**src/sv/wpa_div.sv**
```systemverilog
// ----------------------------------------------------------------------------
// wpa_div
// unsigned restoring divider, one quotient bit per cycle
// ----------------------------------------------------------------------------
module wpa_div #(
    parameter int DIV_W = 32
) (
    input  logic             aclk,
    input  logic             aresetn,
    input  logic             start,
    input  logic [DIV_W-1:0] num,
    input  logic [DIV_W-1:0] den,
    output logic             done,
    output logic [DIV_W-1:0] quo
);

    localparam int CNT_W = $clog2(DIV_W + 1);

    logic [DIV_W-1:0] rem_reg;
    logic [DIV_W-1:0] quo_reg;
    logic [DIV_W-1:0] den_reg;
    logic [CNT_W-1:0] cnt_reg;
    logic             busy_reg;
    logic             done_reg;
    logic [DIV_W:0]   trial;
    logic             fits;

    assign trial = {rem_reg, quo_reg[DIV_W-1]};
    assign fits  = trial >= {1'b0, den_reg};

    always_ff @(posedge aclk) begin
        if (!aresetn) begin
            busy_reg <= 1'b0;
            done_reg <= 1'b0;
            cnt_reg  <= '0;
        end else begin
            done_reg <= 1'b0;
            if (start) begin
                rem_reg  <= '0;
                quo_reg  <= num;
                den_reg  <= den;
                cnt_reg  <= CNT_W'(DIV_W);
                busy_reg <= 1'b1;
            end else if (busy_reg) begin
                if (fits) begin
                    rem_reg <= DIV_W'(trial - {1'b0, den_reg});
                    quo_reg <= {quo_reg[DIV_W-2:0], 1'b1};
                end else begin
                    rem_reg <= trial[DIV_W-1:0];
                    quo_reg <= {quo_reg[DIV_W-2:0], 1'b0};
                end
                cnt_reg <= cnt_reg - 1'b1;
                if (cnt_reg == CNT_W'(1)) begin
                    busy_reg <= 1'b0;
                    done_reg <= 1'b1;
                end
            end
        end
    end

    assign done = done_reg;
    assign quo  = quo_reg;

endmodule

```
**config.mk**
```make
export PLATFORM = sky130hd
export DESIGN_NAME = wpa_div
export DESIGN_NICKNAME = d
export VERILOG_FILES = /design/src/sv/wpa_div.sv
export SDC_FILE = /design/constraint.sdc
export NUM_CORES = 1
export LEC_CHECK = 0
export BUFFER_PORTS_ARGS = -buffer_cell sky130_fd_sc_hd__buf_4
export CAP_MARGIN = 20
export CORE_ASPECT_RATIO = 0.8
export CORE_MARGIN = 2
export CORE_UTILIZATION = 51
export DETAILED_ROUTE_END_ITERATION = 7
export GPL_TIMING_DRIVEN = 1
export PLACE_DENSITY = 0.76
export SYNTH_ARGS = -nofsm -noshare
export SYNTH_HDL_FRONTEND = slang
export SYNTH_SLANG_ARGS = --single-unit
```
**constraint.sdc**
```tcl
create_clock -name aclk -period 2.9 [get_ports aclk]
set_clock_uncertainty 0.2 [all_clocks]
set_input_delay 0.29 -clock aclk [delete_from_list [all_inputs] [get_ports aclk]]
set_output_delay 0.29 -clock aclk [all_outputs]
set_load 0.1 [all_outputs]
```
==> Word-level counts from Yosys, hierarchy flattened <==
Cells that the tools add are included.
{ "classes": {"add_sub_neg": 2, "magnitude_cmp": 1, "eq_ne": 1, "muxes": 11, "bitwise": 2, "n_reduce_logical": 5} }
{ "ops": {"columns": ["operator", "count"], "rows": [
  ["$mux 32", 4],
  ["$ge 33x32->1", 1],
  ["$sub 32x32->32", 1],
  ["$mux 6", 2],
  ["$eq 6x1->1 const B", 1],
  ["$sub 6x1->6 const B", 1],
  ["$mux 1", 5],
  ["$reduce_and 2->1", 2],
  ["$reduce_or 3->1", 1],
  ["$not 1->1", 2],
  ["$reduce_bool 2->1", 1],
  ["$reduce_or 2->1", 1]
]} }
{ "totals": {"regBits": 104, "output_inout_bits": 33} }

==> Longest topological paths before layout <==
Gate-level depths: netlist of run 1.
{ "logic_depth": {"ltp_word": 4, "depth_mapped": 13} }

==> Worst setup path after synthesis of run 1 <==
No wires, ideal clock.
{ "synth_timing": {"path_type": "register to register", "from": "register quo_reg[31], in the netlist quo[31]", "to": "register rem_reg[28], data pin", "setup_ns": 0.256, "t_arrival_ns": 3.252, "slack_ns": -0.809, "path_stages_with_launch": 12, "path_buffers": 0, "synth_period_minus_slack_ns": 3.709, "cell_sequence": "edfxtp_1 -> inv_1 -> ha_1 -> nor2b_1 -> o2111ai_1 -> a2111oi_2 -> nor3_4 -> o21ba_2 -> o31ai_4 -> a211oi_4 -> nor2b_1 -> a22o_1"} }
{ "synth_between": {"elab_chain_cells": 3} }
{ "synth_rtl": {"columns": ["element", "line", "source"], "rows": [
  ["start: declaration", "20", "logic [DIV_W-1:0] quo_reg;"],
  ["start signal: assignment", "40", "quo_reg <= num;"],
  ["start signal: assignment", "47", "quo_reg <= {quo_reg[DIV_W-2:0], 1'b1};"],
  ["start signal: assignment", "50", "quo_reg <= {quo_reg[DIV_W-2:0], 1'b0};"],
  ["$sub 32x32->32 / $ge 33x32->1 (equally long branches)", "46, 29", null],
  ["$mux 32 *", "45", "if (fits) begin"],
  ["$mux 32 *", "44", "end else if (busy_reg) begin"],
  ["end signal: assignment", "46", "rem_reg <= DIV_W'(trial - {1'b0, den_reg});"],
  ["end signal: assignment", "49", "rem_reg <= trial[DIV_W-1:0];"],
  ["end: declaration", "19", "logic [DIV_W-1:0] rem_reg;"]
]} }
Every way passes the cells marked *; elsewhere a longest branch is shown, timed or not. The select of a mux whose other input is x is not followed.
A chain may end at the register's enable or synchronous reset.

==> Final worst setup path of run 1 <==
{ "layout_timing": {"from": "register rem_reg[0]", "to": "register rem_reg[6], data pin"} }
{ "layout_between": {"elab_chain_cells": 3} }
{ "layout_rtl": {"columns": ["element", "line"], "rows": [
  ["$sub 32x32->32 / $ge 33x32->1 (equally long branches)", "46, 29"],
  ["$mux 32 *", "45"],
  ["$mux 32 *", "44"]
]} }
Marked as above.

==> results.md, run 1 <==
* Unrepaired setup endpoints after global routing: yes
* Core area at 11400 µm²
* Hold WC Path Type: in2reg
* I/O Buffers at 99
* Critical path's top delay family: compound AO/OA/AOI/OAI gates
* XOR/XNOR Fraction of Synth Area at 0.0461
* Antenna violations before repair at 0
* Nets@finish at 840
* Die height at 100 µm
* Die ar. at 12400 µm²
* Num ports at 100
* Final Routed Wirelength at 14700 µm
* Main combinational cell family by area after synthesis: compound AO/OA/AOI/OAI gates
* Hold path depth at 2
* DRC at 0
* Reg area at 3040 µm²
* CTS Buf Count at 9
* Grt ovf at 0
* Hold WS at 0.0292 ns
* Vias in the first global route at 4966
* First-iteration detailed-routing DRC count at 269
* Worst path required time at 2.80 ns
* CTS sink count at 104
* Pre-CTS WS at -0.220 ns
* Critical path cell sequence: ha_4 -> nor2b_4 -> o2111ai_4 -> a2111oi_4 -> nor3_4 -> o21ba_4 -> o31ai_4 -> a211oi_4 -> buf_6 -> buf_12 -> mux2i_2 -> nor2_1
* Max_slew headroom at 0.720
* Dpl cells at 831
* First-pass GRT wire length at 23200 µm
* Gpl congestion at 0.959
* Dpl hpwl at 10200 µm
* Reg2reg path depth at 12
* CP Class: reg2reg
* Reg2reg start: rem_reg[0]
* CP Capture Type: register
* Later-pin clock latency in the skew report at 0.36 ns
* RR Endpoint: rem_reg[6]
* Minimum clock period at 3.09 ns
* Status: finished, violations left
* Detailed-router iteration count before antenna repair at 5
* Mux cell area share after synthesis at 0.104
* GRT Total Usage at 0.243
* #FFs+latches synth at 104
* Violated checks: setup timing
* Largest net degree at the start of global routing at 66
* Row cnt at 35
* Tot Pwr at 5.02 mW
* Maximum net fanout on the critical path at 7
* Leak at 3.63 nW
* Worst-Margin Slew at 0.415 ns
* Core Util, Final at 0.746
* Simple-gate area share of the yosys netlist at 0.0946
* Slew Limit Fails at 0
* # fillers at 757
* Die Width at 124 µm
* CP arrival at 3.00 ns
* Most frequent cells in the layout: 191 x buf_4, 96 x edfxtp_1, 55 x nor2_1, 40 x inv_1, 33 x dlygate4sd3_1
* Syn nets at 615
* R2r setup slk at -0.19 ns
* Synth Instances at 513
* Area grow syn2layout at 44.3%
* Commonest non-fill, non-tap cell in the layout: buf_4
* Synth Area in Adders at 0.0757
* Yosys warns at 0
* Clock root cell: clkbuf_16
* Vias per cell at 5.39
* Max Cap Viol at 0
* Antenna viol nets, final at 0
* Hold_sp: num[10]
* Clk slew on worst S/H paths at 0.08 ns
* Syn avg cell area at 11.5 µm²
* Finished Layout Cells at 891
* Peak supply drop at 0.496 mV
* Part of the Yosys area used for sequential elements at 0.517
* Synth cell types at 45
* Synth Area in Compound Gates at 0.121
* Wire per inst at 16.5 µm
* Final period util at 1.07
* Ant diodes at 0
* Clk buf depth at 2
* Setup violators final at 33
* Routed vias at 4805
* Fraction of layout cells with a size suffix above 1 at 0.392
* Syn Std Cell Area at 5890 µm²
* CTS tree: done
* Final hold vios at 0
* H-tree depth at 3
* PnR worst setup slack at -0.194 ns
* Slowest-stage cell, CP: edfxtp_1
* WHS Endpoint: quo[10]
* Fmax at 323 MHz
* Slowest stage delay, CP at 0.44 ns
* Starting density of the core at 0.517
* Buffer and inverter count on the worst path at 2
* PD cells at 591 nW/µm²
* Multi-input logic area at 2900 µm²
* Startpoint Class: register
## what timing repair did
action | 4_1_cts | 5_1_grt
hold endpoints to repair | 33 | 0
resized for setup | 22 | 23
setup endpoints to repair | 33 | 33
pin swaps | 10 | 7
hold buffers | 33 | 0
cloned | 0 | 1
setup buffers | 6 | 5
## layer usage
layer | track usage | up-vias | share of wire
li1 | - | 2312 | -
met1 | 0.296 | 2307 | 0.43
met2 | 0.408 | 162 | 0.48
met3 | 0.0767 | 24 | 0.076
met4 | 0.0856 | 0 | 0.017
met5 | 0 | - | 0
## logic make-up after synthesis
group | count (synthesis)
xor gates and xnor gates | 31
AOI/OAI and AO/OA | 106
DFF | 104
buffers and inverters | 59
muxes | 57
adders and majority gates | 35
and+or+nand+nor | 121
## per-stage QoR
step	setup TNS (ns)	area, µm²
2_1_floorplan	-15.41	5930
3_3_place_gp	-4.01	7450
3_5_place_dp	-6.34	7450
4_1_cts	-3.73	8300
5_1_grt	-7.11	8490
6_report	-3.24	8490
## report_power, final
part,internal [mW],switching [mW]
clock,0.777,0.600
sequential,1.80,0.0737
combinational,0.837,0.934
## worst max-delay path by stage
stage                        to  depth (start not counted)  slack, ns       start
floorplan           rem_reg[30]                         12      -0.49     quo[31]
CTS                  rem_reg[3]                         12      -0.17  rem_reg[0]
detailed placement   rem_reg[6]                         12      -0.22  rem_reg[0]
finish               rem_reg[6]                         12      -0.19  rem_reg[0]
global route         rem_reg[6]                         12      -0.30  rem_reg[0]
global placement     rem_reg[1]                         11      -0.15  rem_reg[0]
## synth_stat cells, drive strengths merged
| cell | count | area (µm²) |
|---|---|---|
| a22o | 2 | 17.5 |
| clkbuf | 13 | 48.8 |
| nand4 | 6 | 37.5 |
| nand2 | 25 | 93.8 |
| and4b | 1 | 10.0 |
| a41oi | 2 | 17.5 |
| xor2 | 8 | 70.1 |
| and3 | 5 | 31.3 |
| nand3 | 7 | 35.0 |
| ha | 34 | 425 |
| nand2b | 2 | 12.5 |
| o41ai | 1 | 8.76 |
| mux2i | 26 | 260 |
| o2111ai | 4 | 35.0 |
| dfxtp | 8 | 160 |
| mux2 | 31 | 349 |
| buf | 4 | 41.3 |
| o21a | 6 | 45.0 |
| a31oi | 6 | 37.5 |
| nor2b | 10 | 62.6 |
| o21bai | 4 | 30.0 |
| o211ai | 1 | 7.51 |
| edfxtp | 96 | 2880 |
| a21o | 14 | 105 |
| a21oi | 32 | 160 |
| xnor2 | 23 | 201 |
| or2 | 1 | 6.26 |
| nand3b | 1 | 7.51 |
| a211oi | 6 | 57.6 |
| o21ai | 19 | 95.1 |
| inv | 42 | 158 |
| a2111oi | 1 | 15.0 |
| nor3 | 6 | 41.3 |
| o31ai | 1 | 21.3 |
| a221oi | 2 | 17.5 |
| a21boi | 3 | 22.5 |
| fa | 1 | 20.0 |
| and2 | 2 | 12.5 |
| o21ba | 1 | 10.0 |
| nor2 | 55 | 206 |
| a311oi | 1 | 8.76 |
## final cells by class
cell class | count | area share
Tap cell | 148 | 0.0218
Inverter | 42 | 0.0186
Timing Repair Buffer | 231 | 0.221
Clock inverter | 7 | 0.0128
Clock buffer | 9 | 0.0265
Multi-Input combinational cell | 350 | 0.341
Sequential cell | 104 | 0.358
Power figures use the tool's default switching activity.
==> inputs of run 2 (changes only) <==
CORE_ASPECT_RATIO = not set   (was 0.8)
SETUP_SLACK_MARGIN = 0.05   (was not set)
==> results.md, run 2 (same netlist as run 1, synthesis figures left out) <==
* Clk buf depth at 2
* H-tree depth at 3
* Die ar. at 12400 µm²
* Maximum net fanout on the critical path at 10
* Most used cell, CP: nor2b_4
* Startpoint Class: register
* Nets@finish at 839
* Area grow syn2layout at 43.5%
* Finished Layout Cells at 885
* Gpl congestion at 0.926
* Row cnt at 39
* PnR worst setup slack at -0.226 ns
* PD cells at 581 nW/µm²
* Vias per cell at 5.40
* CP arrival at 3.04 ns
* Core area at 11300 µm²
* Num ports at 100
* Critical path's top delay family: compound AO/OA/AOI/OAI gates
* Detailed-router iteration count before antenna repair at 4
* First-pass GRT wire length at 24300 µm
* CTS Buf Count at 9
* I/O Buffers at 99
* CP Capture Type: register
* Worst-Margin Slew at 0.531 ns
* Max_slew headroom at 0.646
* CTS sink count at 104
* Buffer and inverter count on the worst path at 1
* Leak at 3.61 nW
* DRC at 0
* Violated checks: setup timing
* Most frequent cells in the layout: 190 x buf_4, 96 x edfxtp_1, 55 x nor2_1, 39 x inv_1, 33 x dlygate4sd3_1
* Slowest-stage cell, CP: a2111oi_4
* Grt ovf at 0
* Worst path required time at 2.81 ns
* Slowest stage delay, CP at 0.42 ns
* Fraction of layout cells with a size suffix above 1 at 0.388
* Starting density of the core at 0.520
* Die height at 111 µm
* Hold WC Path Type: in2reg
* Dpl cells at 823
* Wire per inst at 16.2 µm
* CP endpoint: rem_reg[28]
* Reg2reg start: rem_reg[0]
* Antenna violations before repair at 0
* Max Cap Viol at 0
* Status: finished, violations left
* # fillers at 758
* Peak supply drop at 0.575 mV
* Setup crit start: rem_reg[0]
* Fmax at 320 MHz
* Final hold vios at 0
* Vias in the first global route at 5161
* Commonest non-fill, non-tap cell in the layout: buf_4
* CP Class: reg2reg
* First-iteration detailed-routing DRC count at 201
* Largest net degree at the start of global routing at 39
* Setup TNS at -4.13 ns
* Routed vias at 4780
* Die Width at 111 µm
* Critical path cell sequence: ha_1 -> nor2b_4 -> o2111ai_4 -> a2111oi_4 -> nor3_4 -> o21ba_4 -> o31ai_4 -> a211oi_4 -> buf_12 -> nor2b_4 -> a22o_1
* Final period util at 1.08
* Clock root cell: clkbuf_16
* Setup violators final at 33
* CTS tree: done
* R2r setup slk at -0.23 ns
* Tot Pwr at 4.91 mW
* Ant diodes at 0
* Antenna viol nets, final at 0
* Final Routed Wirelength at 14300 µm
* Slew Limit Fails at 0
* Minimum clock period at 3.13 ns
* Later-pin clock latency in the skew report at 0.36 ns
* Clk slew on worst S/H paths at 0.07 ns
* CP Depth at 11
* GRT Total Usage at 0.243
* Dpl hpwl at 10000 µm
* Unrepaired setup endpoints after global routing: yes
* Reg2reg path depth at 11
* RR Endpoint: rem_reg[28]
* Hold WS at 0.0296 ns
[run 2: timing repair]
item,in CTS,in global routing
cloned,1,0
setup endpoints to repair,33,33
endpoints found under the hold margin,33,0
pin swaps,12,5
resized for setup,32,17
buffers inserted,8,5
hold buffers,33,0
[run 2: final cells by class]
type	count	area [µm²]	area share
Tap cell	143	179	0.0212
Clock inverter	3	28.8	0.00341
Sequential cell	104	3040	0.360
Timing Repair Buffer	230	1860	0.220
Inverter	42	158	0.0187
Multi-Input combinational cell	350	2880	0.341
Clock buffer	13	293	0.0347
[run 2: worst register-to-register path, delay by kind of cell (launching register included)]
kind | cells | cell delay [ns]
AOI/OAI and AO/OA | 6 | 1.42
DFF | 1 | 0.39
buffers and inverters | 1 | 0.17
and+or+nand+nor | 3 | 0.39
adders and majority gates | 1 | 0.32
[run 2: worst min path at each step]
stage                       start  slack [ns]  cells after the start          end
final                     num[18]        0.03                      2      quo[18]
after global routing      num[28]        0.02                      2      quo[28]
after CTS                 num[24]        0.02                      2      quo[24]
after detailed placement   den[4]        0.27                      1   den_reg[4]
after global placement    den[20]        0.27                      1  den_reg[20]
after floorplan            den[0]        0.19                      0   den_reg[0]
[run 2: power breakdown]
group	leakage [nW]	total [mW]	internal [mW]	switching, mW
clock	0.159	1.30	0.723	0.576
sequential	0.984	1.87	1.80	0.0735
combinational	2.47	1.74	0.824	0.912
[run 2: layer usage]
metal | part of all wire | track usage | vias to the layer above
met4 | 0.014 | 0.0757 | 0
met1 | 0.41 | 0.282 | 2288
met2 | 0.50 | 0.430 | 158
met3 | 0.073 | 0.0795 | 17
li1 | - | - | 2317
met5 | 0 | 0 | -
[run 2: through the flow]
stage	setup slack, ns	cell area [µm²]	util
finish	-0.226	8450	0.746
global placement	-0.165	7420	0.656
CTS	-0.197	8340	0.737
detailed placement	-0.217	7420	0.656
global route	-0.308	8450	0.746
floorplan	-0.494	5930	-
