File: src/sv/wpa_ram.sv
// ----------------------------------------------------------------------------
// wpa_ram
// simple dual-port ram, one write port, one registered read port
// ----------------------------------------------------------------------------
module wpa_ram #(
    parameter int WIDTH = 8,
    parameter int DEPTH = 16,
    parameter int AW    = (DEPTH > 1) ? $clog2(DEPTH) : 1
) (
    input  logic             aclk,
    input  logic             we,
    input  logic [AW-1:0]    waddr,
    input  logic [WIDTH-1:0] wdata,
    input  logic             re,
    input  logic [AW-1:0]    raddr,
    output logic [WIDTH-1:0] rdata
);

    logic [WIDTH-1:0] mem_reg [DEPTH];
    logic [WIDTH-1:0] rdata_reg;

    always_ff @(posedge aclk) begin
        if (we) begin
            mem_reg[waddr] <= wdata;
        end
        if (re) begin
            rdata_reg <= mem_reg[raddr];
        end
    end

    assign rdata = rdata_reg;

endmodule

File: config.mk
export PLATFORM = sky130hd
export DESIGN_NAME = wpa_ram
export DESIGN_NICKNAME = d
export VERILOG_FILES = /design/src/sv/wpa_ram.sv
export SDC_FILE = /design/constraint.sdc
export NUM_CORES = 1
export LEC_CHECK = 0
export ABC_AREA = 1
export BUFFER_PORTS_ARGS = -buffer_cell sky130_fd_sc_hd__buf_2
export CORE_ASPECT_RATIO = 1.4
export CORE_MARGIN = 3
export CORE_UTILIZATION = 63
export CTS_BUF_LIST = sky130_fd_sc_hd__clkbuf_8
export DETAILED_ROUTE_END_ITERATION = 12
export GPL_TIMING_DRIVEN = 1
export PLACE_DENSITY = 0.8
export SLEW_MARGIN = 20
export SYNTH_ARGS = -nofsm -noshare
export SYNTH_HDL_FRONTEND = slang
export SYNTH_SLANG_ARGS = --single-unit
File: constraint.sdc
create_clock -name aclk -period 1.4 [get_ports aclk]
set_input_delay 0 -clock aclk [delete_from_list [all_inputs] [get_ports aclk]]
set_output_delay 0 -clock aclk [all_outputs]
set_load 0.01 [all_outputs]
; ---- Word level (Yosys, flattened, before mapping)
; Memories as Yosys holds them, arrays and structs flattened. A register that Yosys moved wholly into a read port is not among the register bits.
; Cells that the tools add are included.
[totals]
in_bits = 19
regBits = 0
ram_bits = 128
memories = 1
elab_cells = 3
out_inout_bits = 8
[op_classes]
muxes = 2
[mem_list]
columns = memory, words, width, rd, rd_clocked_by_memory_dff, write_ports, line
row1 = mem_reg, 16, 8, 1, 1, 1, 19  ; logic [WIDTH-1:0] mem_reg [DEPTH];
[op_table]
columns = op, count
row1 = 1-bit two-way mux, 2

; ---- Depth between registers and ports, before layout
; Gate-level depths: netlist (run 1).
[logic_depth]
depth_word = 2
mapped_depth = 8

; ---- Worst setup path before layout (run 1)
; Ideal clock, no wire load.
[synth_path]
kind = input to register
startpoint = input port waddr[2]
endpoint = memory mem_reg[10][0] (enable)
arrival_time_ps = 581
cell_stages = 2
setup_time_ps = 370
slack_ps = 449
required_ps = 1030
cell_sequence = nand3b_1 nor2_1
[synth_rtl]
columns = element, line
row1 = start: declaration, 12  ; input logic [AW-1:0] waddr,
row2 = end: declaration, 19
; Straight into the memory's write port.

==> results of run 1 <==
[power breakdown]
| group | switching (mW) | internal, mW | total (mW) |
|---|---|---|---|
| Combinational | 0.406 | 0.186 | 0.592 |
| Clock | 1.51 | 1.76 | 3.26 |
| Sequential | 0.0256 | 4.58 | 4.61 |
[Yosys cell counts (all sizes together)]
library cell	count	share of area (%)
nand2	173	11
edfxtp	136	70
inv	102	6.5
nand3	97	8.3
buf	24	2.8
nor2	17	1.1
nand3b	2	0.26
[per-layer routing]
layer / up-vias / share of wire [%] / GRT usage [%] / routed length, um
met5: - / 0 / 0 / 0
met4: 0 / 3.0 / 10.7 / 388
met3: 36 / 9.2 / 6.18 / 1210
met2: 267 / 52 / 44.2 / 6760
met1: 1858 / 36 / 34.5 / 4730
li1: 1887 / - / - / -
[critical path: stages, from the launching register on]
cell,delay [ns]
edfxtp_1,0.36
inv_1,0.07
nand2_1,0.07
nand3_1,0.10
nand3_1,0.11
nand3_1,0.17
nand2_1,0.06
[cell families after synthesis]
group / count (synthesis)
buffers and inverters: 126
flip-flops: 136
AND/OR/NAND/NOR: 289
[area by class of cell]
cell class | instances | area, um2
flip-flops and latches | 136 | 4080
fillers | 591 | 2370
multi-input cells | 289 | 1210
repair buffers | 58 | 430
inverters | 102 | 383
clock buffers | 17 | 234
clock inverters | 15 | 178
well taps | 107 | 134
[path summary, 6_finish.rpt]
kind / startpoint / end
worst min register to register: mem_reg[7][2] / rdata[2]
worst min-delay path: raddr[3] / rdata[3]
worst max-delay path: mem_reg[9][5] / rdata[5]
worst max register to register: mem_reg[9][5] / rdata[5]
[through the flow]
step	cells	setup slack (ns)	power, mW
final	724	0.222	8.46
after global routing	724	0.160	8.75
after CTS	724	0.205	8.49
after detailed placement	683	0.140	5.26
after global placement	683	0.193	5.24
after floorplan	551	0.449	5.02
[what timing repair did]
item                      in CTS  in global routing
hold buffers                   9                  0
hold endpoints to repair     136                  0
buffers inserted               0                  0
==> impl_metrics.toml, run 1 <==
[placement]
io_buffers = 26
hpwl_um = 8200
place_area_um2 = 6150
gp_congestion = 0.873

[floorplanning]
start_util_pct = 64.8
io_pins = 27
die_area_um2 = 10500
rows = 41
die_width_um = 87.4
die_h_um = 120
core_area_um2 = 9030

[layout]
design_area_um2 = 6660
final_common_cell = "nand2_1"
fin_util_pct = 73.7
mostFrequentLayoutCells = "nand2_1, edfxtp_1, inv_1"
syn2layout_area_growth_pct = 13.8
nets = 623
drive_gt1_share_pct = 13.3
largest_register_ffs = 128
diodes = 0

[sta]
fin_crit_ns = 1.18
tightest_slew_ns = 0.586
fmax_mhz = 849
finClkSkew_ns = 0.00557
rsz0062_at_grt = "false"
whs_ns = 0.0564
setup_violations = 0
slew_viol_final = 0
fin_crit_sh_pct = 84.1
relSlewSlack_pct = 60.9
hold_violations = 0
setup_tns_ns = 0

[synthesis]
syn_area_um2 = 5850
syn_avg_cell_area_um2 = 10.6
synth_compound_area_share_pct = 0
yosys.area_share.simple_pct = 20.8
synth_nets = 570
ys_ff_latch = 136
synthCells = 551
synth_adder_area_share_pct = 0
synth_mux_area_share_pct = 0
ys_seq_area_share_pct = 69.8
synthXorXnorAreaFrac_pct = 0
yosysUniqueCellTypes = 11
synth_top_family_by_area = "simple AND/OR/NAND/NOR gates"
ys_warn_count = 0

[cts]
cts_buffers = 17
htree_num_levels = 4
clkTransAtPathRegs_ns = 0.08
clock-sinks = 136
clockRootBuffer = "clkbuf_8"
cts_tree = "done"
post_cts_resized = 0
cts_buffer_depth = 2
clk_latency_ns = 0.44

[setup_path]
cp.arrival_ns = 1.38
end_kind = "flop"
crit_fanout = 1
worstPathRequired_ns = 1.60
crit_type = "flop to flop"
r2r_setup_slack_ns = 0.22
cp-start-kind = "flop"
reg2regPathDepth = 6

[pwr]
irDropWorstVdd_mv = 1.11
power.density_nw_per_um2 = 1270
power.leakage_nw = 2.89

[route]
avgViaCountPerCell = 5.59
firstDrtPassIters = 6
drc = 0
finalWirelength_um = 13100
vias = 4048
dr.first_iter.drc_count = 643
post_drt_wl_per_cell_um = 18.1
ant_nets = 0

[worst_hold_path]
hold_depth = 3
min_path_type = "input pin to flop"

[global_routing]
grt_pass1_wl_um = 20500
grt-ovfl-total = 0
grt_pass1_vias = 3903
antenna_found_initial = 0
grtUsageTotal_pct = 27.0
grt_max_degree = 46

[outcome]
status = "completed"

[run]
cap_violations = 0
No activity file was read; power rests on OpenSTA's default activity.
==> run 2, diff against run 1 <==
--- a/config.mk
+++ b/config.mk
@@ -5,7 +5,7 @@
 export SDC_FILE = /design/constraint.sdc
 export NUM_CORES = 1
 export LEC_CHECK = 0
-export ABC_AREA = 1
+export ABC_AREA = 0
 export BUFFER_PORTS_ARGS = -buffer_cell sky130_fd_sc_hd__buf_2
 export CORE_ASPECT_RATIO = 1.4
 export CORE_MARGIN = 3
@@ -13,7 +13,7 @@
 export CTS_BUF_LIST = sky130_fd_sc_hd__clkbuf_8
 export DETAILED_ROUTE_END_ITERATION = 12
 export GPL_TIMING_DRIVEN = 1
-export PLACE_DENSITY = 0.8
+export PLACE_DENSITY = 0.81
 export SLEW_MARGIN = 20
 export SYNTH_ARGS = -nofsm -noshare
 export SYNTH_HDL_FRONTEND = slang
==> constraint.sdc (replaced) <==
create_clock -name aclk -period 1.2 [get_ports aclk]
set_input_delay 0 -clock aclk [delete_from_list [all_inputs] [get_ports aclk]]
set_output_delay 0 -clock aclk [all_outputs]
set_load 0.01 [all_outputs]
==> impl_metrics.toml, run 2 <==
[synthesis]
ys_seq_area_share_pct = 78.1
syn_area_um2 = 5230
synth_compound_area_share_pct = 2.30
synth_edf_count = 136
synth_flop_cell = "edfxtp_1"
yosysUniqueCellTypes = 18
synth_top_family_by_area = "multiplexers"
yosys.area.top_type = "edfxtp_1"
synth_mux_area_share_pct = 14.8
synthXorXnorAreaFrac_pct = 0
synth_nets = 248
ys_warn_count = 0
yosys.area_share.simple_pct = 3.14
yosys-top-cells-area = "edfxtp_1, mux4_2, mux4_1"
yosysMostFrequentCell = "edfxtp_1"
synthCells = 229
ys_ff_latch = 136
syn_avg_cell_area_um2 = 22.8
netlist_top_cells_count = "edfxtp_1, mux4_2, a22oi_1"
synth_adder_area_share_pct = 0
synth.top_cell.area_share_pct = 78.1
synthArstFlopShare_pct = 0

[layout]
drive_gt1_share_pct = 37.8
syn2layout_area_growth_pct = 15.8
mostFrequentLayoutCells = "edfxtp_1, mux4_2, buf_2"
largest_register_ffs = 128
instances_no_fill = 407
nets = 316
final_common_cell = "edfxtp_1"
diodes = 0

[route]
avgViaCountPerCell = 6.09
vias = 2479
post_drt_wl_per_cell_um = 22.2
drc = 0
firstDrtPassIters = 5
dr.first_iter.drc_count = 171
ant_nets = 0
finalWirelength_um = 9050

[setup_path]
cp.arrival_ns = 1.57
end_kind = "flop"
crit_type = "flop to flop"
cp-start-kind = "flop"
crit_fanout = 1
worstPathRequired_ns = 1.36

[placement]
dp_slack_ns = -0.309
place_inst = 369
io_buffers = 26
hpwl_um = 6290
gp_congestion = 0.831

[cts]
clock-sinks = 136
clockRootBuffer = "clkbuf_8"
htree_num_levels = 4
cts_buffers = 17
clk_latency_ns = 0.42
cts_buffer_depth = 2
cts_tree = "done"
clkTransAtPathRegs_ns = 0.07

[floorplanning]
die_area_um2 = 9440
start_util_pct = 66.2
rows = 38
core_area_um2 = 7890
io_pins = 27
die_width_um = 83.0
die_h_um = 114

[pwr]
power.density_nw_per_um2 = 1500
irDropWorstVdd_mv = 1.27
power.leakage_nw = 2.01
finalPower_mw = 9.10

[global_routing]
grt-ovfl-total = 0
grtUsageTotal_pct = 21.9
grt_max_degree = 23
grt_pass1_vias = 2673
grt_pass1_wl_um = 14700
antenna_found_initial = 0

[sta]
worst_slack_ns = -0.206
finClkSkew_ns = 0.0108
slew_viol_final = 0
setup_violations = 8
fin_crit_ns = 1.41
hold_violations = 0
whs_ns = 0.143
rsz0062_at_grt = "true"
fin_crit_sh_pct = 117
tightest_slew_ns = 0.904
relSlewSlack_pct = 39.5
fmax_mhz = 711
setup_tns_ns = -1.39

[run]
cap_violations = 0

[outcome]
violations = "negative setup slack"
status = "finished with violations"

[worst_hold_path]
min_path_type = "input pin to flop"
==> run 2: final timing paths <==
kind | startpoint | endpoint | slack, ns | cells after the start
min reg2reg | mem_reg[14][6] | rdata[6] | 0.76 | 3
min | waddr[0] | mem_reg[0][6] | 0.14 | 3
max | mem_reg[3][7] | rdata[7] | -0.21 | 3
max reg2reg | mem_reg[3][7] | rdata[7] | -0.21 | 3
==> run 2: logic make-up (layout without fill, tap and decap cells) <==
kind of cell | after synthesis | after routing
compound gates | 16 | 16
mux | 32 | 32
buf+inv | 10 | 88
simple gates | 35 | 35
flops | 136 | 136
==> run 2: worst max-delay path: stages, from the launching register on <==
cell      delay, ns
edfxtp_1       0.38
mux4_2         0.49
a22oi_2        0.20
nand2_1        0.07
==> run 2: area by class of cell <==
type | count | area [um2]
clock buffers | 17 | 234
fillers | 439 | 1840
repair buffers | 59 | 438
flip-flops and latches | 136 | 4080
multi-input cells | 83 | 1070
well taps | 100 | 125
clock inverters | 12 | 97.6
==> run 2: metrics by stage <==
step,util [%],area [um2]
detailed placement,70.5,5570
finish,76.7,6050
CTS,76.3,6020
global placement,70.5,5570
floorplan,-,5180
global route,76.7,6050
==> run 2: what timing repair did <==
| action | 4_1_cts | 5_1_grt |
|---|---|---|
| pin swaps | 7 | 5 |
| hold buffers | 9 | 0 |
| setup endpoints to repair | 8 | 8 |
| resized for setup | 7 | 6 |
| gates cloned | 0 | 0 |
| buffers inserted | 0 | 0 |
| hold endpoints to repair | 136 | 0 |
==> run 2: report_power, final <==
group | leakage (nW) | switching, mW | internal (mW)
clock network | 0.181 | 1.42 | 1.73
registers | 1.24 | 0.0256 | 5.35
logic | 0.597 | 0.302 | 0.262
==> run 2: routing by layer <==
| layer | track usage, % | part of all wire, % | up-vias |
|---|---|---|---|
| li1 | - | - | 1099 |
| met1 | 26.1 | 38 | 1278 |
| met5 | 0 | 0 | - |
| met4 | 9.60 | 2.1 | 0 |
| met3 | 6.29 | 5.2 | 20 |
| met2 | 37.4 | 55 | 82 |
==> run 3, diff against run 2 <==
--- a/config.mk
+++ b/config.mk
@@ -7,7 +7,7 @@
 export LEC_CHECK = 0
 export ABC_AREA = 0
 export BUFFER_PORTS_ARGS = -buffer_cell sky130_fd_sc_hd__buf_2
-export CORE_ASPECT_RATIO = 1.4
+export CORE_ASPECT_RATIO = 0.8
 export CORE_MARGIN = 3
 export CORE_UTILIZATION = 63
 export CTS_BUF_LIST = sky130_fd_sc_hd__clkbuf_8
==> impl_metrics.toml, run 3 (synthesis results as in run 2) <==
[pwr]
finalPower_mw = 9.37
power.leakage_nw = 2.04
power.density_nw_per_um2 = 1530
irDropWorstVdd_mv = 1.39

[layout]
num-fill-cells = 439
syn2layout_area_growth_pct = 17.3
nets = 322
diodes = 0
largest_register_ffs = 128
drive_gt1_share_pct = 39.2
instances_no_fill = 424
mostFrequentLayoutCells = "edfxtp_1, mux4_2, buf_2, buf_4, clkbuf_8"
final_common_cell = "edfxtp_1"

[route]
dr_wl_met3_um = 766
top_layer = "met4"
post_drt_wl_per_cell_um = 22.4
finalWirelength_um = 9500
met2_length_um = 4500
avgViaCountPerCell = 5.99
drc = 0
ant_nets = 0
firstDrtPassIters = 5
drt-met1-wl_um = 4110
vias = 2539
dr.first_iter.drc_count = 228

[floorplanning]
die_h_um = 87.5
die_area_um2 = 9430
start_util_pct = 65.5
core_area_um2 = 7980
io_pins = 27
die_width_um = 108
rows = 29

[sta]
rsz0062_at_grt = "true"
slew_viol_final = 0
fin_crit_sh_pct = 119
fin_crit_ns = 1.43
hold_violations = 0
tightest_slew_ns = 0.875
relSlewSlack_pct = 41.6
setup_violations = 8
fmax_mhz = 699
finClkSkew_ns = 0.0131
worst_slack_ns = -0.230

[setup_path]
end_kind = "flop"
crit_type = "flop to flop"
critical_path.max_stage_delay_ns = 0.50
startpoint = "mem_reg[3][7]"
path_buf_inv = 0
cp_cell_sequence = "mux4_2 > a22oi_2 > nand2_1"
cp.arrival_ns = 1.60
worstPathRequired_ns = 1.37
rr_startpoint = "mem_reg[3][7]"
crit_fanout = 1
crit_family = "multiplexers"
cpMaxStageDelayCell = "mux4_2"
cp-start-kind = "flop"

[placement]
gp_congestion = 0.826
hpwl_um = 6520
place_inst = 383
io_buffers = 26

[worst_hold_path]
min_path_type = "input pin to flop"
min_from = "waddr[0]"

[outcome]
status = "finished with violations"
violations = "negative setup slack"

[cts]
cts_buffers = 17
cts_tree = "done"
clk_latency_ns = 0.43
clockRootBuffer = "clkbuf_8"
clkTransAtPathRegs_ns = 0.07
cts_buffer_depth = 2
htree_num_levels = 4
cts_setup_buffers = 0
clock-sinks = 136

[global_routing]
grt-ovfl-total = 0
grtUsageTotal_pct = 23.0
grt_pass1_wl_um = 14900
grt_pass1_vias = 2591
grt_max_degree = 21
antenna_found_initial = 0

[run]
cap_violations = 0
[run 3: path summary, 6_finish.rpt]
path                                       to  slack (ns)  cells after the start
worst max register to register       rdata[7]       -0.23                      3
worst max-delay path                 rdata[7]       -0.23                      3
worst min-delay path            mem_reg[0][4]        0.16                      3
worst min register to register       rdata[5]        0.76                      3
[run 3: repair_timing]
action                     CTS  global route
hold buffers                 9             0
hold endpoints to repair   136             0
cloned                       0             0
pin swaps                    0             1
setup endpoints to repair    8             8
gates resized for setup      6             1
[run 3: through the flow]
stage	instance area (um2)	setup WS, ns	setup TNS (ns)	util [%]	hold slack (ns)
2_1_floorplan	5180	-0.0664	-2.51	-	0.0989
3_3_place_gp	5630	-0.325	-2.71	70.6	0.382
3_5_place_dp	5630	-0.355	-3.63	70.6	0.376
4_1_cts	6130	-0.238	-1.67	76.7	0.126
5_1_grt	6130	-0.292	-2.08	76.8	0.143
6_report	6130	-0.230	-1.67	76.8	0.162
[run 3: power breakdown]
group          total, mW  switching (mW)  internal (mW)
sequential          5.38          0.0299           5.35
clock               3.41            1.61           1.80
combinational      0.575           0.308          0.267
[run 3: layer usage]
metal  vias up  global-route usage [%]
met5         -                       0
met4         0                    8.49
met3        15                    6.60
met2       125                    33.6
met1      1284                    34.0
li1       1115                       -
[run 3: layout make-up]
class,instances,area (um2),area share (%)
multi-input cells,83,1040,17.0
repair buffers,65,495,8.08
flip-flops and latches,136,4080,66.6
clock inverters,15,138,2.24
clock buffers,17,234,3.82
well taps,108,135,2.20
[run 3: worst min-delay path, stage by stage]
cell	delay, ns
buf_2	0.17
nor3_2	0.06
buf_4	0.17
