### config.mk
export PLATFORM = sky130hd
export DESIGN_NAME = wpa_front
export DESIGN_NICKNAME = d
export VERILOG_FILES = /design/src/sv/wpa_pkg.sv /design/src/sv/wpa_front.sv
export SDC_FILE = /design/constraint.sdc
export NUM_CORES = 1
export LEC_CHECK = 0
export BUFFER_PORTS_ARGS = -buffer_cell sky130_fd_sc_hd__buf_2
export CELL_PAD_IN_SITES_DETAIL_PLACEMENT = 0
export CELL_PAD_IN_SITES_GLOBAL_PLACEMENT = 1
export CORE_MARGIN = 5
export CORE_UTILIZATION = 43
export CTS_BUF_LIST = sky130_fd_sc_hd__clkbuf_2 sky130_fd_sc_hd__clkbuf_4 sky130_fd_sc_hd__clkbuf_8
export DETAILED_ROUTE_END_ITERATION = 7
export PLACE_DENSITY_LB_ADDON = 0.1
export SKIP_CTS_REPAIR_TIMING = 1
export SYNTH_ARGS = -nofsm -noshare
export SYNTH_HDL_FRONTEND = slang
export SYNTH_SLANG_ARGS = --single-unit
### constraint.sdc
create_clock -name aclk -period 29.8 [get_ports aclk]
set_input_delay 1.49 -clock aclk [delete_from_list [all_inputs] [get_ports aclk]]
set_output_delay 1.49 -clock aclk [all_outputs]
set_load 0.01 [all_outputs]
### src/sv/wpa_pkg.sv
// ----------------------------------------------------------------------------
// wpa_pkg
// types and constants shared by the window pose averager modules
// ----------------------------------------------------------------------------
package wpa_pkg;

    localparam int MAX_WINDOW_DEF = 16;

    // packed measurement: pos_x, pos_y, pos_z, q_x, q_y, q_z, q_w from lsb
    localparam int ENTRY_W   = 160;
    localparam int RESULT_W  = 256;
    localparam int CFG_W     = 5;
    localparam int CFG_IDX_W = 1;

    localparam logic [CFG_W-1:0] WINDOW_SIZE_RST = 5'd10;
    localparam logic [CFG_W-1:0] MIN_MEAS_RST    = 5'd3;

    localparam logic [CFG_IDX_W-1:0] CFG_WINDOW_SIZE = 1'b0;
    localparam logic [CFG_IDX_W-1:0] CFG_MIN_MEAS    = 1'b1;

    // unit quaternion component in q2.14
    localparam logic [15:0] Q_ONE = 16'd16384;

    typedef enum logic {
        OP_PUSH = 1'b0,
        OP_TICK = 1'b1
    } wpa_op_t;

    typedef struct packed {
        wpa_op_t              opcode;
        logic [ENTRY_W-1:0]   payload;
    } wpa_item_t;

    typedef struct packed {
        logic [CFG_W-1:0] win_size;
        logic [CFG_W-1:0] min_meas;
    } wpa_cfg_t;

endpackage

### src/sv/wpa_front.sv
// ----------------------------------------------------------------------------
// wpa_front
// input acceptance, configuration registers and a two-item queue
// ----------------------------------------------------------------------------
module wpa_front (
    input  logic                        aclk,
    input  logic                        aresetn,
    input  logic                        s_tvalid,
    output logic                        s_tready,
    input  logic [wpa_pkg::ENTRY_W-1:0] s_tdata,
    input  logic [0:0]                  s_tuser,
    input  logic                        cfg_wr_en,
    input  logic [wpa_pkg::CFG_IDX_W-1:0] cfg_index,
    input  logic [wpa_pkg::CFG_W-1:0]   cfg_data,
    output wpa_pkg::wpa_cfg_t           cfg,
    output logic                        q_valid,
    output wpa_pkg::wpa_item_t          q_item,
    input  logic                        q_pop
);
    import wpa_pkg::*;

    wpa_item_t  slot_reg [2];
    logic       wr_ptr_reg;
    logic       rd_ptr_reg;
    logic [1:0] cnt_reg;
    wpa_cfg_t   cfg_reg;
    logic       push;
    logic       pop;

    assign s_tready = cnt_reg != 2'd2;
    assign push     = s_tvalid && s_tready;
    assign pop      = q_pop && q_valid;

    always_ff @(posedge aclk) begin
        if (!aresetn) begin
            wr_ptr_reg       <= 1'b0;
            rd_ptr_reg       <= 1'b0;
            cnt_reg          <= 2'd0;
            cfg_reg.win_size <= WINDOW_SIZE_RST;
            cfg_reg.min_meas <= MIN_MEAS_RST;
        end else begin
            if (push) begin
                slot_reg[wr_ptr_reg].opcode  <= wpa_op_t'(s_tuser[0]);
                slot_reg[wr_ptr_reg].payload <= s_tdata;
                wr_ptr_reg <= ~wr_ptr_reg;
            end
            if (pop) begin
                rd_ptr_reg <= ~rd_ptr_reg;
            end
            unique case ({push, pop})
                2'b10:   cnt_reg <= cnt_reg + 2'd1;
                2'b01:   cnt_reg <= cnt_reg - 2'd1;
                default: cnt_reg <= cnt_reg;
            endcase
            if (cfg_wr_en) begin
                unique case (cfg_index)
                    CFG_WINDOW_SIZE: cfg_reg.win_size <= cfg_data;
                    CFG_MIN_MEAS:    cfg_reg.min_meas <= cfg_data;
                    default:         cfg_reg          <= cfg_reg;
                endcase
            end
        end
    end

    assign q_valid = cnt_reg != 2'd0;
    assign q_item  = slot_reg[rd_ptr_reg];
    assign cfg     = cfg_reg;

endmodule

---- Yosys cells after proc, flatten, opt, wreduce, memory -nomap -nowiden ----
Memories as Yosys holds them, arrays and structs flattened. A register that Yosys moved wholly into a read port is not among the register bits.
Index checks and enable logic that the tools add are counted.
word-level totals
  word-level logic and storage cells ...... 26
  memories kept ........................... 1
  output and inout bits ................... 173
  memory bits (read-only) ................. 0
  flip-flop bits (word level) ............. 14
  input bits .............................. 172
  latch bits .............................. 0
  memory bits (writable) .................. 322
operators by class
  shifts and indexed selects .............. 0
  div/mod/pow operators ................... 0
  multiply operators ...................... 0
  bitwise operators ....................... 3
  multiplexer cells ....................... 6
  magnitude comparators ................... 0
  reduce and logical (&&, ||, !) cells .... 6
  equal/unequal tests ..................... 3
  add/sub/neg operators ................... 2
memory list
  memory    depth  width  read ports  clocked after Yosys merged registers in  wr ports  line             RTL
  slot_reg  2      161    1           1                                        1         wpa_front.sv:22  wpa_item_t slot_reg [2];
operators with widths
  cell                                                 number
  2-to-1 mux 1 bit                                     5
  case mux 2 bit (2 select lines)                      1
  AND reduction 2 bit                                  2
  nonzero test 2 bit                                   2
  inverter 1 bit                                       3
  adder 2 x 1 -> 2 bit, second input constant          1
  equality test 2 x 1 -> 1 bit, second input constant  1
  equality test 2 bit, second input constant           1
  logical AND 1 bit                                    2
  inequality test 2 bit, second input constant         1
  subtractor 2 x 1 -> 2 bit, second input constant     1

---- Logic depth before layout (Yosys ltp) ----
Gate-level depths: netlist of the first run.
  depth in word-level cells ............... 5
  depth in mapped cells ................... 6
  depth with buffers taken out ............ 6

---- Worst setup path after synthesis of the first run ----
OpenSTA, ideal clock, no wires.
  path type ............................... input to register
  start point ............................. in s_tvalid
  end point ............................... mem slot_reg[0][0] in the netlist's numbering, enable pin
  stages on the path ...................... 2
  path slack .............................. 16.505 ns
  path buffers ............................ 0
  setup time .............................. 0.879 ns
  data arrival time ....................... 12.416 ns
  cell sequence ........................... nand2_1 nor3_1
between the ends
  word-level cells in the longest chain between the ends .. 4
ends and longest elaborated chain
  item                                    line             RTL
  start: declaration                      wpa_front.sv:8   input logic s_tvalid,
  logical AND 1 bit                       wpa_front.sv:31  assign push = s_tvalid && s_tready;
  2-to-1 mux 1 bit                        wpa_front.sv:42  if (push) begin
  2-to-1 mux 1 bit                        wpa_front.sv:35  if (!aresetn) begin
  2-to-1 mux 1 bit (not written as such)  wpa_front.sv:44  slot_reg[wr_ptr_reg].payload <= s_tdata;
  end: declaration                        wpa_front.sv:22
Every way passes these cells.

==> summary.txt, run 1 <==
Synth
  • Dominant synthesized flop cell: edfxtp_1
  • Synth Net Count: 739
  • Mapped Area: 12300 um^2
  • Syn Area/Cell: 21.7 um^2
  • Sequential area share after synthesis: 0.814
  • Top area cells in the synthesized netlist: edfxtp_1 (79%), mux2_2 (14%), dfxtp_1 (2.5%), mux2_4 (1.2%), buf_6 (0.92%)
  • Commonest cells in the netlist: edfxtp_1 (322), mux2_2 (151), dfxtp_1 (15), buf_6 (10), mux2_4 (10)
  • Asr flop ratio synth: 0
  • Yosys top cell area share: 0.789
  • Count of different cell masters after synthesis: 24
  • #FFs+latches synth: 337
  • Synth Instances: 566
  • Ys Warns: 0
  • Post-synth top area cell: edfxtp_1
  • Most common cell in the synthesized netlist: edfxtp_1
  • Number of synthesized flops with an enable pin: 322

Timing
  • Setup Skew: 0.0139 ns
  • Final setup vio count: 0
  • Relative slew slack: 0.228
  • Worst slew pin tran: 1.16 ns
  • Fmax: 0.208 GHz
  • Setup TNS: 0 ns
  • Final Cycle Share: 0.161
  • Final hold vios: 0
  • Unrepaired setup endpoints after global routing: no
  • Max-slew violation count: 0
  • Post-route minimum period: 4.80 ns
  • Final hold slack: 0.469 ns
  • Final setup margin: 25.00 ns

Floorplan
  • DIE AREA: 32000 um^2
  • Die width: 179 um
  • Io pins: 345
  • Core region area: 27900 um^2
  • Row count: 61
  • Initial core utilization: 0.439
  • Die Y: 179 um

Power
  • Net Sw Frac: 0.267
  • Lkg Pwr: 5.73 nW
  • Switching Power: 0.322 mW
  • Sequential share of power: 0.487
  • Internal: 0.887 mW
  • Comb pwr share: 0.218
  • Max VDD drop: 0.0399 mV
  • Pwr Density: 78.8 nW/um^2
  • Clock power frac: 0.296

GRT
  • Overflow after GRT: 0
  • Initial antenna violation count: 8
  • First-pass GRT wire length: 39800 um
  • Largest net degree at the start of global routing: 82
  • Total track usage: 0.163
  • Vias in the first global route: 7209

Setup path
  • CP Data Required Time: 28.31 ns
  • Critical path startpoint category: register
  • Slowest cell on crit path: dfxtp_4
  • Max incr delay on CP: 1.05 ns
  • CP endpoint kind: output port
  • Reg-to-Reg End: slot_reg[1][10]
  • Arrival time worst endpoint: 3.31 ns
  • Crit Path Class: register to output port
  • Crit-path max FO: 81
  • Reg2reg start: cnt_reg[0]
  • R2r worst-path depth: 5
  • Crit-path cells: buf_4 -> mux2_2 -> buf_2
  • R2R setup slack: 26.82 ns

Min path
  • HP Class: register to register
  • Worst hold path endpoint: cfg[4]
  • Worst hold path depth: 2
  • HP Start: cfg[4]

Finish
  • Final net count: 1126
  • # fillers: 2325
  • Largest register FFs: 322
  • P&R area growth vs syn: 25.3%
  • Final Cell Area: 15300 um^2
  • Layout cells sized above 1: 0.596
  • Final non-filler cell total: 1372

Routing
  • Wirelength, routed: 27100 um
  • DRT Pass-1 Iters: 4
  • Detail Route Antenna Nets: 0
  • Met3 wire len: 2880 um
  • Total vias in the final route: 6544
  • Routed len/inst: 19.8 um
  • DR vias/cell: 4.77
  • Top Metal Used: met5
  • Wl on met1: 10200 um
  • Met2 routed WL: 13400 um
  • Initial drt markers: 288
  • DRC violations left: 0

Clock network
  • Clk buf depth: 3
  • CTS buffer count: 54
  • Sinks on Clock Net: 337
  • H-tree lvl count: 2
  • Worst-Skew Late Latency: 0.56 ns
  • Worst-path clk slew: 0.06 ns
  • Clk root buf: clkbuf_8
  • CTS tree: built

Place
  • DP Wirelength: 18500 um
  • Placed Area: 14400 um^2
  • Global placer's final weighted congestion: 0.762
  • Setup WS pre-CTS: 25.47 ns
  • Inst Count DP: 1275
  • Port Buffers: 344

Job
  • Max cap viols: 0

Run status
  • Outcome: complete, no violations
routing by layer:
layer,up-vias,global-route usage
met5,-,0
met3,61,0.0711
met1,3187,0.188
met2,270,0.276
li1,3012,-
met4,14,0.0461
cells in the final DEF (no fill, tap or decap), drive strengths merged:
master,Yosys,final
a21o,1,1
or2,1,1
xor2,1,1
nand3,8,8
dfxtp,15,15
nand2,9,9
o21a,1,1
mux2,161,161
clkinv,0,24
xnor2,2,2
nand2b,1,1
diode,0,1
o21ai,1,1
nor2b,1,1
nor3,2,2
edfxtp,322,322
buf,19,351
clkbuf,1,72
inv,2,2
ha,1,1
a21oi,5,5
mux2i,5,5
nor2,6,6
or3,1,1
cells by family (layout without fill, tap and decap cells):
family	after synthesis	after routing	share of synthesized area
other	0	1	0
and+or+nand+nor	29	29	0.0107
DFF	337	337	0.814
AOI/OAI and AO/OA	8	8	0.00368
xor gates and xnor gates	3	3	0.00214
buffers and inverters	22	449	0.0138
adders and majority gates	1	1	0.00102
muxes	166	166	0.155
power groups by stage:
stage / combinational (mW) / sequential, mW / clock [mW]
after global placement: 0.266 / 0.597 / 0
after floorplan: 0.183 / 0.594 / 0
after global routing: 0.284 / 0.594 / 0.396
after detailed placement: 0.268 / 0.600 / 0
final: 0.263 / 0.589 / 0.358
after CTS: 0.270 / 0.590 / 0.372
worst max-delay path: cells and delay by family, from the launching register on:
kind	cells	cell delay [ns]
buffers and inverters	2	1.13
DFF	1	1.05
muxes	1	0.43
layout make-up:
cell class | count | area [um^2] | area share
clock inverters | 24 | 95.1 | 0.00620
diodes | 1 | 2.50 | 0.000163
repair buffers | 351 | 1770 | 0.116
inverters | 2 | 7.51 | 0.000489
clock buffers | 72 | 897 | 0.0584
multi-input cells | 207 | 2130 | 0.139
flip-flops and latches | 337 | 9970 | 0.650
well taps | 378 | 473 | 0.0308
worst max path at each step:
stage	startpoint	slack, ns	to
finish	register	25.00	q_item[82]
CTS	register	24.86	q_item[150]
global route	register	24.75	q_item[82]
detailed placement	register	25.47	q_item[150]
global placement	register	25.53	q_item[129]
floorplan	s_tvalid	16.50	slot_reg[0][0]
per-stage QoR:
stage,util,total power [mW]
detailed placement,0.514,0.869
global route,0.549,1.27
global placement,0.514,0.863
finish,0.549,1.21
CTS,0.549,1.23
floorplan,-,0.777
No activity file was read; power rests on OpenSTA's default activity.
==> inputs of run 2 (changes only) <==
Clock period 29.8 ns to 4.5 ns, I/O delays scaled along.
==> run 2 against run 1 <==
  * Die area is the same
  * Register-to-register slack worse by 25 ns
  * Sequential share of layout area shrank 6.7 points
  * Non-clock buffer count up 175
  * Final cell count grew 13%
  * Cell area grew 12%
  * Worst hold slack got worse by 0.33 ns
==> summary.txt, run 2 (same netlist as run 1, synthesis figures left out) <==
Timing
  • Final setup margin: 1.83 ns
  • Unrepaired setup endpoints after global routing: no
  • Setup Skew: 0.0129 ns
  • Final setup vio count: 0
  • Setup TNS: 0 ns
  • Final hold vios: 0
  • Relative slew slack: 0.310
  • Fmax: 0.375 GHz
  • Max-slew violation count: 0
  • Post-route minimum period: 2.67 ns
  • Worst slew pin tran: 1.04 ns
  • Final Cycle Share: 0.592
  • Final hold slack: 0.135 ns

Floorplan
  • Die Y: 179 um
  • Io pins: 345
  • Core region area: 27900 um^2
  • Initial core utilization: 0.439
  • Die width: 179 um
  • Row count: 61
  • DIE AREA: 32000 um^2

Finish
  • Largest register FFs: 322
  • Layout cells sized above 1: 0.518
  • Commonest non-fill, non-tap cell in the layout: buf_2
  • Commonest non-fill, non-tap cells in the layout: buf_2 (344), edfxtp_1 (322), dlygate4sd3_1 (174)
  • Final non-filler cell total: 1545
  • Final net count: 1300
  • P&R area growth vs syn: 39.8%

Routing
  • Detail Route Antenna Nets: 0
  • Met3 wire len: 2610 um
  • Met2 routed WL: 13800 um
  • Wirelength, routed: 28100 um
  • DRT Pass-1 Iters: 6
  • Wl on met1: 11000 um
  • Top Metal Used: met4
  • Total vias in the final route: 7154
  • DR vias/cell: 4.63
  • Routed len/inst: 18.2 um
  • Initial drt markers: 326
  • DRC violations left: 0

Clock network
  • H-tree lvl count: 2
  • Worst-path clk slew: 0.06 ns
  • Clk root buf: clkbuf_8
  • Clk buf depth: 3
  • CTS buffer count: 53
  • CTS tree: built
  • Worst-Skew Late Latency: 0.56 ns
  • Sinks on Clock Net: 337

Place
  • Global placer's final weighted congestion: 0.775
  • Inst Count DP: 1276
  • DP Wirelength: 18500 um
  • Setup WS pre-CTS: 2.06 ns
  • Port Buffers: 344

GRT
  • Initial antenna violation count: 3
  • Largest net degree at the start of global routing: 88
  • Overflow after GRT: 0
  • Vias in the first global route: 6927
  • First-pass GRT wire length: 38600 um
  • Total track usage: 0.158

Setup path
  • CP Data Required Time: 4.28 ns
  • Reg2reg start: cnt_reg[0]
  • R2r worst-path depth: 5
  • Critical path startpoint category: register
  • Crit Path Class: register to output port
  • Crit-path max FO: 39
  • CP endpoint kind: output port
  • Reg-to-Reg End: slot_reg[0][53]
  • R2R setup slack: 2.13 ns
  • Arrival time worst endpoint: 2.44 ns

Min path
  • Worst hold path depth: 4
  • Worst hold path endpoint: rd_ptr_reg
  • HP Start: q_pop
  • HP Class: primary input to register

Power
  • Total power: 8.15 mW
  • Max VDD drop: 0.320 mV
  • Pwr Density: 476 nW/um^2
  • Lkg Pwr: 6.46 nW

Run status
  • Outcome: complete, no violations

Job
  • Max cap viols: 0
[run 2: changes by cell type in the layout (fill, tap and decap cells not counted), moves of 2 or more]
cell           before  now
dlygate4sd3_1       0  174
clkinv_1           20    9
clkbuf_4           15   24
clkbuf_8           57   53
diode_2             1    4
clkinvlp_4          0    2
nor3_2              2    0
nor3_4              0    2
[run 2: routing by layer]
metal	vias up	global-route usage
met5	-	0
met4	0	0.0524
met3	48	0.0709
met2	280	0.262
met1	3464	0.184
li1	3362	-
[run 2: area by class of cell]
class	count	area (um^2)
Fill cell	2130	10800
Multi-Input combinational cell	207	2150
Antenna cell	4	10.0
Timing Repair Buffer	526	3540
Clock inverter	14	63.8
Clock buffer	77	910
Inverter	2	7.51
Tap cell	378	473
Sequential cell	337	9970
[run 2: worst max path at each step]
stage / end / slack (ns)
floorplan: slot_reg[0][0] / -0.38
global placement: slot_reg[0][110] / 2.15
detailed placement: slot_reg[1][113] / 2.06
CTS: q_item[101] / 1.77
global route: q_item[104] / 1.67
finish: q_item[104] / 1.83
[run 2: worst max-delay path: stages, from the launching register on]
cell and delay, ns:
dfxtp_4 0.70, buf_4 0.58, mux2_2 0.42, buf_2 0.14
[run 2: stage by stage]
| step | utilization | area, um^2 |
|---|---|---|
| final | 0.613 | 17100 |
| after detailed placement | 0.516 | 14400 |
| after global routing | 0.613 | 17100 |
| after floorplan | - | 12300 |
| after CTS | 0.550 | 15400 |
| after global placement | 0.516 | 14400 |
[run 2: where the power goes]
group / internal, mW / switching (mW)
Combinational: 0.967 / 0.978
Sequential: 3.73 / 0.116
Clock: 1.28 / 1.08
Total: 5.98 / 2.17
